$ cat src/design/udbf_pkg.sv
// ----------------------------------------------------------------------------
// udbf_pkg
// Shared types and constants for the dual byte FIFO block (host <-> UART line).
// ----------------------------------------------------------------------------
package udbf_pkg;

    // Default ring depth in bytes
    localparam int DEFAULT_FIFO_DEPTH = 64;

    // Width of the reported fill levels
    localparam int LEVEL_W = 7;

    // Event codes
    typedef enum logic [1:0] {
        OP_HOST_READ  = 2'd0,
        OP_HOST_WRITE = 2'd1,
        OP_LINE_RECV  = 2'd2,
        OP_TX_READY   = 2'd3
    } op_t;

    // Per-ring command for one beat
    typedef struct packed {
        logic push;
        logic pop;
    } ring_cmd_t;

    // Per-ring status flags
    typedef struct packed {
        logic full;
        logic empty;
    } ring_status_t;

endpackage

$ cat src/design/udbf_ring.sv
// ----------------------------------------------------------------------------
// udbf_ring
// One byte ring FIFO: synchronous memory, head/tail indexes and fill count.
// Pop data is registered and valid in the cycle after the pop.
// ----------------------------------------------------------------------------
module udbf_ring
    import udbf_pkg::*;
#(
    parameter int FIFO_DEPTH = DEFAULT_FIFO_DEPTH,
    localparam int PTR_W  = $clog2(FIFO_DEPTH),
    localparam int FILL_W = $clog2(FIFO_DEPTH + 1)
)
(
    input  logic              clk,
    input  logic              rst_n,
    input  ring_cmd_t         cmd,
    input  logic [7:0]        din,
    output ring_status_t      status,
    output logic [FILL_W-1:0] fill,
    output logic [7:0]        rd_data
);

    localparam logic [PTR_W-1:0]  LAST_IDX = PTR_W'(FIFO_DEPTH - 1);
    localparam logic [FILL_W-1:0] FULL_CNT = FILL_W'(FIFO_DEPTH);

    logic [7:0]        mem [FIFO_DEPTH];
    logic [7:0]        rd_data_reg;
    logic [PTR_W-1:0]  head_reg, head_next;
    logic [PTR_W-1:0]  tail_reg, tail_next;
    logic [FILL_W-1:0] fill_reg, fill_next;

    // Index and count update; caller never pushes and pops in the same beat
    always_comb
    begin
        head_next = head_reg;
        tail_next = tail_reg;
        fill_next = fill_reg;
        if (cmd.push)
        begin
            tail_next = (tail_reg == LAST_IDX) ? '0 : tail_reg + 1'b1;
            fill_next = fill_reg + 1'b1;
        end
        else if (cmd.pop)
        begin
            head_next = (head_reg == LAST_IDX) ? '0 : head_reg + 1'b1;
            fill_next = fill_reg - 1'b1;
        end
    end

    always_ff @(posedge clk or negedge rst_n)
    begin
        if (!rst_n)
        begin
            head_reg <= '0;
            tail_reg <= '0;
            fill_reg <= '0;
        end
        else
        begin
            head_reg <= head_next;
            tail_reg <= tail_next;
            fill_reg <= fill_next;
        end
    end

    // Byte store: one write port, one registered read port
    always_ff @(posedge clk)
    begin
        if (cmd.push)
        begin
            mem[tail_reg] <= din;
        end
        if (cmd.pop)
        begin
            rd_data_reg <= mem[head_reg];
        end
    end

    assign status.full  = (fill_reg == FULL_CNT);
    assign status.empty = (fill_reg == '0);
    assign fill         = fill_reg;
    assign rd_data      = rd_data_reg;

endmodule

$ cat src/design/uart_dual_byte_fifo_top.sv
// Result timing: a result strobes on done in the cycle after its event is accepted.
// Throughput: one event per cycle; busy stays low, each event is at most a single
//   push or pop on one ring memory with a registered read.
// Reset: rst_n clears indexes, fill counts and the transmit interrupt enable;
//   ring contents are not cleared. No result is ever held back.
// ----------------------------------------------------------------------------
// uart_dual_byte_fifo_top
// Receive and transmit byte FIFOs between a host and a UART line.
// ----------------------------------------------------------------------------
module uart_dual_byte_fifo_top
    import udbf_pkg::*;
#(
    parameter int FIFO_DEPTH = DEFAULT_FIFO_DEPTH
)
(
    input  logic               clk,
    input  logic               rst_n,
    input  logic               start,
    output logic               busy,
    input  logic [1:0]         opcode,
    input  logic [7:0]         data_byte,
    output logic               done,
    output logic [7:0]         read_byte,
    output logic               read_valid,
    output logic               write_accepted,
    output logic [7:0]         line_byte,
    output logic               line_valid,
    output logic               rx_dropped,
    output logic [LEVEL_W-1:0] rx_level,
    output logic [LEVEL_W-1:0] tx_level,
    output logic               tx_irq_enabled
);

    localparam int FILL_W = $clog2(FIFO_DEPTH + 1);

    logic              accept;
    op_t               op;
    ring_cmd_t         rx_cmd, tx_cmd;
    ring_status_t      rx_stat, tx_stat;
    logic [FILL_W-1:0] rx_fill, tx_fill;
    logic [7:0]        rx_rd_data, tx_rd_data;
    logic              irq_clear;

    logic done_reg;
    logic rvalid_reg;
    logic waccept_reg;
    logic lvalid_reg;
    logic dropped_reg;
    logic irq_reg, irq_next;

    // Every beat completes in at most one memory access, so the block never stalls
    assign busy   = 1'b0;
    assign accept = start && !busy;
    assign op     = op_t'(opcode);

    // Event decode into ring commands
    always_comb
    begin
        rx_cmd = '0;
        tx_cmd = '0;
        if (accept)
        begin
            unique case (op)
                OP_HOST_READ:  rx_cmd.pop  = !rx_stat.empty;
                OP_HOST_WRITE: tx_cmd.push = !tx_stat.full;
                OP_LINE_RECV:  rx_cmd.push = !rx_stat.full;
                OP_TX_READY:   tx_cmd.pop  = !tx_stat.empty;
                default:       rx_cmd = '0;
            endcase
        end
    end

    // Interrupt enable: set by a stored host write, cleared when tx drains
    assign irq_clear = accept && (op == OP_TX_READY)
                       && (tx_stat.empty || tx_fill == FILL_W'(1));

    always_comb
    begin
        irq_next = irq_reg;
        if (tx_cmd.push)
        begin
            irq_next = 1'b1;
        end
        else if (irq_clear)
        begin
            irq_next = 1'b0;
        end
    end

    // Result flags, registered alongside the ring update
    always_ff @(posedge clk or negedge rst_n)
    begin
        if (!rst_n)
        begin
            done_reg    <= 1'b0;
            rvalid_reg  <= 1'b0;
            waccept_reg <= 1'b0;
            lvalid_reg  <= 1'b0;
            dropped_reg <= 1'b0;
            irq_reg     <= 1'b0;
        end
        else
        begin
            done_reg    <= accept;
            rvalid_reg  <= rx_cmd.pop;
            waccept_reg <= tx_cmd.push;
            lvalid_reg  <= tx_cmd.pop;
            dropped_reg <= accept && (op == OP_LINE_RECV) && rx_stat.full;
            irq_reg     <= irq_next;
        end
    end

    // Receive ring: line pushes, host pops
    udbf_ring #(
        .FIFO_DEPTH (FIFO_DEPTH)
    ) u_rx_ring (
        .clk     (clk),
        .rst_n   (rst_n),
        .cmd     (rx_cmd),
        .din     (data_byte),
        .status  (rx_stat),
        .fill    (rx_fill),
        .rd_data (rx_rd_data)
    );

    // Transmit ring: host pushes, transmitter pops
    udbf_ring #(
        .FIFO_DEPTH (FIFO_DEPTH)
    ) u_tx_ring (
        .clk     (clk),
        .rst_n   (rst_n),
        .cmd     (tx_cmd),
        .din     (data_byte),
        .status  (tx_stat),
        .fill    (tx_fill),
        .rd_data (tx_rd_data)
    );

    // Result beat
    assign done           = done_reg;
    assign read_valid     = rvalid_reg;
    assign read_byte      = rvalid_reg ? rx_rd_data : 8'd0;
    assign write_accepted = waccept_reg;
    assign line_valid     = lvalid_reg;
    assign line_byte      = lvalid_reg ? tx_rd_data : 8'd0;
    assign rx_dropped     = dropped_reg;
    assign rx_level       = LEVEL_W'(rx_fill);
    assign tx_level       = LEVEL_W'(tx_fill);
    assign tx_irq_enabled = irq_reg;

    // Assertions
    a_done_follows: assert property (@(posedge clk) disable iff (!rst_n)
        accept |=> done)
        else $error("accepted event produced no result beat");

    a_flags_in_beat: assert property (@(posedge clk) disable iff (!rst_n)
        (read_valid || write_accepted || line_valid || rx_dropped) |-> done)
        else $error("result flag outside a result beat");

    a_irq_off_empty: assert property (@(posedge clk) disable iff (!rst_n)
        !irq_reg |-> (tx_fill == '0))
        else $error("tx interrupt enable off while tx FIFO holds data");

    a_one_ring_op: assert property (@(posedge clk) disable iff (!rst_n)
        $countones({rx_cmd.push, rx_cmd.pop, tx_cmd.push, tx_cmd.pop}) <= 1)
        else $error("more than one ring access in a beat");

    a_rx_bound: assert property (@(posedge clk) disable iff (!rst_n)
        rx_fill <= FILL_W'(FIFO_DEPTH))
        else $error("rx fill count above depth");

endmodule
$ cat config.mk
export PLATFORM = sky130hd
export DESIGN_NAME = uart_dual_byte_fifo_top
export DESIGN_NICKNAME = d
export VERILOG_FILES = /design/src/design/udbf_pkg.sv /design/src/design/udbf_ring.sv /design/src/design/uart_dual_byte_fifo_top.sv
export SDC_FILE = /design/constraint.sdc
export NUM_CORES = 1
export LEC_CHECK = 0
export BUFFER_PORTS_ARGS = -buffer_cell sky130_fd_sc_hd__buf_2
export CAP_MARGIN = 40
export CORE_MARGIN = 5
export CORE_UTILIZATION = 55
export CTS_CLUSTER_SIZE = 40
export DETAILED_ROUTE_END_ITERATION = 7
export PLACE_DENSITY = 0.69
export SYNTH_ARGS = -nofsm -noshare
export SYNTH_HDL_FRONTEND = slang
export SYNTH_HIERARCHICAL = 1
export SYNTH_SLANG_ARGS = --single-unit
$ cat constraint.sdc
create_clock -name clk -period 5.1 [get_ports clk]
set_clock_uncertainty 0.2 [all_clocks]
set_input_delay 0.51 -clock clk [delete_from_list [all_inputs] [get_ports clk]]
set_output_delay 0.51 -clock clk [all_outputs]
set_load 0.01 [all_outputs]
==> run metrics <==
RSZ-0062 raised after global routing=false; Synth Area in Adders=0.501%; Mapped Nets=~2200; core outline area=0.0775 mm²; Reg2Reg Depth=9; mux contribution to synthesized area=14.7%; via count=21000; WHS=0.0251 ns; Iteration-0 DRC Markers=2190; residual overflow from global routing=0; final setup fails=0; synthesized area per cell=20.1 µm²; wirelength, routed=between 90000 and 100000 µm; Slew Limit Fails=0; Area Overhead vs Synth=11.4%; Worst path slowest cell=nor2_1; CTS sink count=1084; # rows=102; Worst-Margin Slew=0.913 ns; register bit count reported by yosys=1084; DR vias/cell=6.25; hpwl dp=about 57000 µm; most used cell, CP=nor2_1; Req. time, crit path=5.17 ns; clock share of power=between 30% and 40%; period utilization=76.5%; Synth Flop Type=edfxtp_1; status=finished clean; largest registers=u_rx_ring/mem x512, u_tx_ring/mem x512; # port buffers=between 40 and 50; area occupied by multi-input gates=0.00981 mm²; Routed Antenna Nets=0; critical path depth in cells=9; final instance area=0.0478 mm²; switching power=approximately 6.5 mW; gr usage total=between 20 and 25%; Post-synth EDFFs=1040; layout cells sized above 1=21.4%; Sequential cell area=between 0.03 and 0.04 mm²; Max-Cap Viols=0; io pins=50; Synth Area in Simple Gates=3.94%; Seq/Total Area, Yosys=75.3%; Flop pwr share=45.0%; Remaining DRCs=0; Post-Synthesis Cell Area=0.0429 mm²; post-route minimum period=3.90 ns; cts repair resizes=0; M1 WL=38000 µm; area fraction in compound gates after synthesis=3.29%; critical path class=register to register; XOR/XNOR share of the synthesized area=less than 1%; filler cell count=5394; first-pass GRT wire length=137000 µm; peak supply drop=403 µV; Cell Pwr Density=490 mW/mm²; Max Fclk=256 MHz; fin nets=2264; largest net degree at the start of global routing=87; DR WL/cell=27.3 µm; TritonCTS buffer count=around 100; P_int=16.9 mW; RR Endpoint=u_rx_ring/mem[11][5]$_DFFE_PP_; DRT Pass-1 Iters=5; Slew Limit Headroom=39.2%; Syn Inst Count=2138; number of global-route vias before repair=21200; dpl cell area=~0.044 mm²; largest family of logic cells by synthesized area=multiplexers; Buf+Inv Stages, Crit Path=3; Synth async-reset ratio=4.06%; Synth warnings=6; CTS Buffer Depth=3; r2r startpoint=u_rx_ring/fill[0]$_DFFE_PN0P_; Worst Path Arrival=3.97 ns; Initial Util=between 50% and 60%; worst-path maximum fanout=12; crit path to=u_rx_ring/mem[11][5]$_DFFE_PP_; peak per-stage delay on the critical path=approximately 0.76 ns; Placer Congestion=0.854; Top Metal Used=met4; Clock Latency Late Sink=0.65 ns; Min-Delay Path Depth=1; HP Class=input port to register; die area=about 0.084 mm²; H-Tree Depth=3; Die X=289 µm; TNS Setup=0 ns; initial antenna violation count=0; crit path from=u_rx_ring/fill[0]$_DFFE_PN0P_; reg2reg setup slack=1.20 ns; combinational power share=22.8%; Pleak=about 15 nW; Cell Chain, Critical Path=inv_1, nand3_1, nor2_1, nor3_2, buf_4, inv_1, nor2_1, nand3_1, nor2_1; Netlist cell types=65; TritonCTS clock tree=yes; Fin. Hold Viols=0; Root Buffer=clkbuf_16; cell family with the largest share of critical-path delay=simple AND/OR/NAND/NOR gates; Reg clk slew, reported paths=0.06 ns; met2 wire len=between 40000 and 50000 µm; Met3 Wirelength=~5800 µm; crit path launch type=register; total design power=23.4 mW; CP endpoint kind=register; Sw Ratio=27.8%; antenna diode count=0; die height=289 µm
==> worst min-delay path by stage <==
| stage | from | to | slack, ns |
|---|---|---|---|
| 6_report | data_byte[4] | u_rx_ring/mem[58][4]$_DFFE_PP_ | 0.03 |
| 5_1_grt | data_byte[4] | u_rx_ring/mem[60][4]$_DFFE_PP_ | 0.03 |
| 4_1_cts | data_byte[4] | u_rx_ring/mem[58][4]$_DFFE_PP_ | 0.0009 |
| 3_5_place_dp | u_tx_ring/tail_reg[2]$_DFFE_PN0P_ | u_tx_ring/tail_reg[2]$_DFFE_PN0P_ | 0.28 |
| 3_3_place_gp | u_tx_ring/tail_reg[2]$_DFFE_PN0P_ | u_tx_ring/tail_reg[2]$_DFFE_PN0P_ | 0.29 |
| 2_1_floorplan | rst_n | done$_DFF_PN0_ | 0.01 |
==> per-layer routing <==
metal | track usage, % | vias to the layer above
met2 | 36.5 | 845
met1 | 31.5 | 11000
met5 | 0 | -
li1 | - | 8989
met3 | 3.37 | 160
met4 | 5.99 | 0
==> cells in the mapped netlist, drive strengths merged, types with 6 or more instances <==
cell,instances,area [µm²]
a211o,6,52.6
a211oi,17,133
a21o,12,90.1
a21oi,32,160
a22oi,36,270
and2,19,119
buf,73,522
clkbuf,45,193
dfrtp,44,1100
edfxtp,1040,31200
ha,14,175
inv,16,60.1
mux2,7,78.8
mux2i,72,721
mux4,239,5510
nand2,62,233
nand2b,10,62.6
nand3,34,170
nand3b,6,45.0
nor2,153,574
nor2b,22,138
nor3,21,105
nor4,10,68.8
o21ai,25,125
o221ai,13,114
o22ai,40,250
xnor2,18,158
==> layout by cell type, fill, tap and decap left out, types with 10 or more instances in the layout <==
cell	synthesis	routed
xnor2_1	18	18
clkinv_2	0	27
a22oi_1	36	36
nor2_1	153	153
mux4_1	34	34
buf_2	37	44
a21oi_1	32	32
clkbuf_1	42	22
ha_1	14	14
mux2i_1	72	72
edfxtp_1	1040	1040
o22ai_1	40	40
and2_1	19	19
o221ai_1	13	13
clkbuf_16	0	106
a211oi_1	16	16
nor3_1	21	20
nand2_1	62	62
mux4_2	205	205
nand3_1	34	34
a21o_1	12	12
nand2b_1	10	10
nor2b_1	22	22
inv_1	16	16
dfrtp_1	44	38
o21ai_0	25	25
buf_4	15	52
==> cells by family (layout without fill, tap and decap cells) <==
logic type | Yosys count | count (layout)
multiplexers | 318 | 318
flip-flops | 1084 | 1084
adder cells (fa/ha/maj) | 16 | 16
XOR/XNOR | 19 | 19
other | 1 | 1
AND/OR/NAND/NOR | 360 | 360
buffers and inverters | 135 | 317
AO/OA/AOI/OAI | 205 | 205
==> through the flow <==
step,util (%),setup slack [ns],cells
floorplan,-,1.85,2138
global placement,56.9,1.30,3146
detailed placement,57.3,1.27,3165
CTS,61.7,1.27,3360
global route,61.7,1.03,3360
finish,61.7,1.20,3360
==> power groups by stage <==
stage          sequential [mW]  combinational [mW]  clock (mW)
5_1_grt                   10.6                5.67        8.09
3_3_place_gp              10.8                5.06           0
4_1_cts                   10.6                5.36        7.68
2_1_floorplan             10.3                4.26           0
6_report                  10.5                5.34        7.55
3_5_place_dp              10.7                5.33           0
==> final cells by class <==
class,count,share of cell area (%)
inverters,16,0.126
clock inverters,55,1.12
repair buffers,110,1.87
multi-input cells,919,20.5
clock buffers,136,5.95
flip-flops and latches,1084,67.7
well taps,1040,2.72
==> repair_timing <==
action,4_1_cts,5_1_grt
hold endpoints to repair,46,0
setup buffers,0,0
hold buffers,4,0
(Power assumes the default switching activity.)
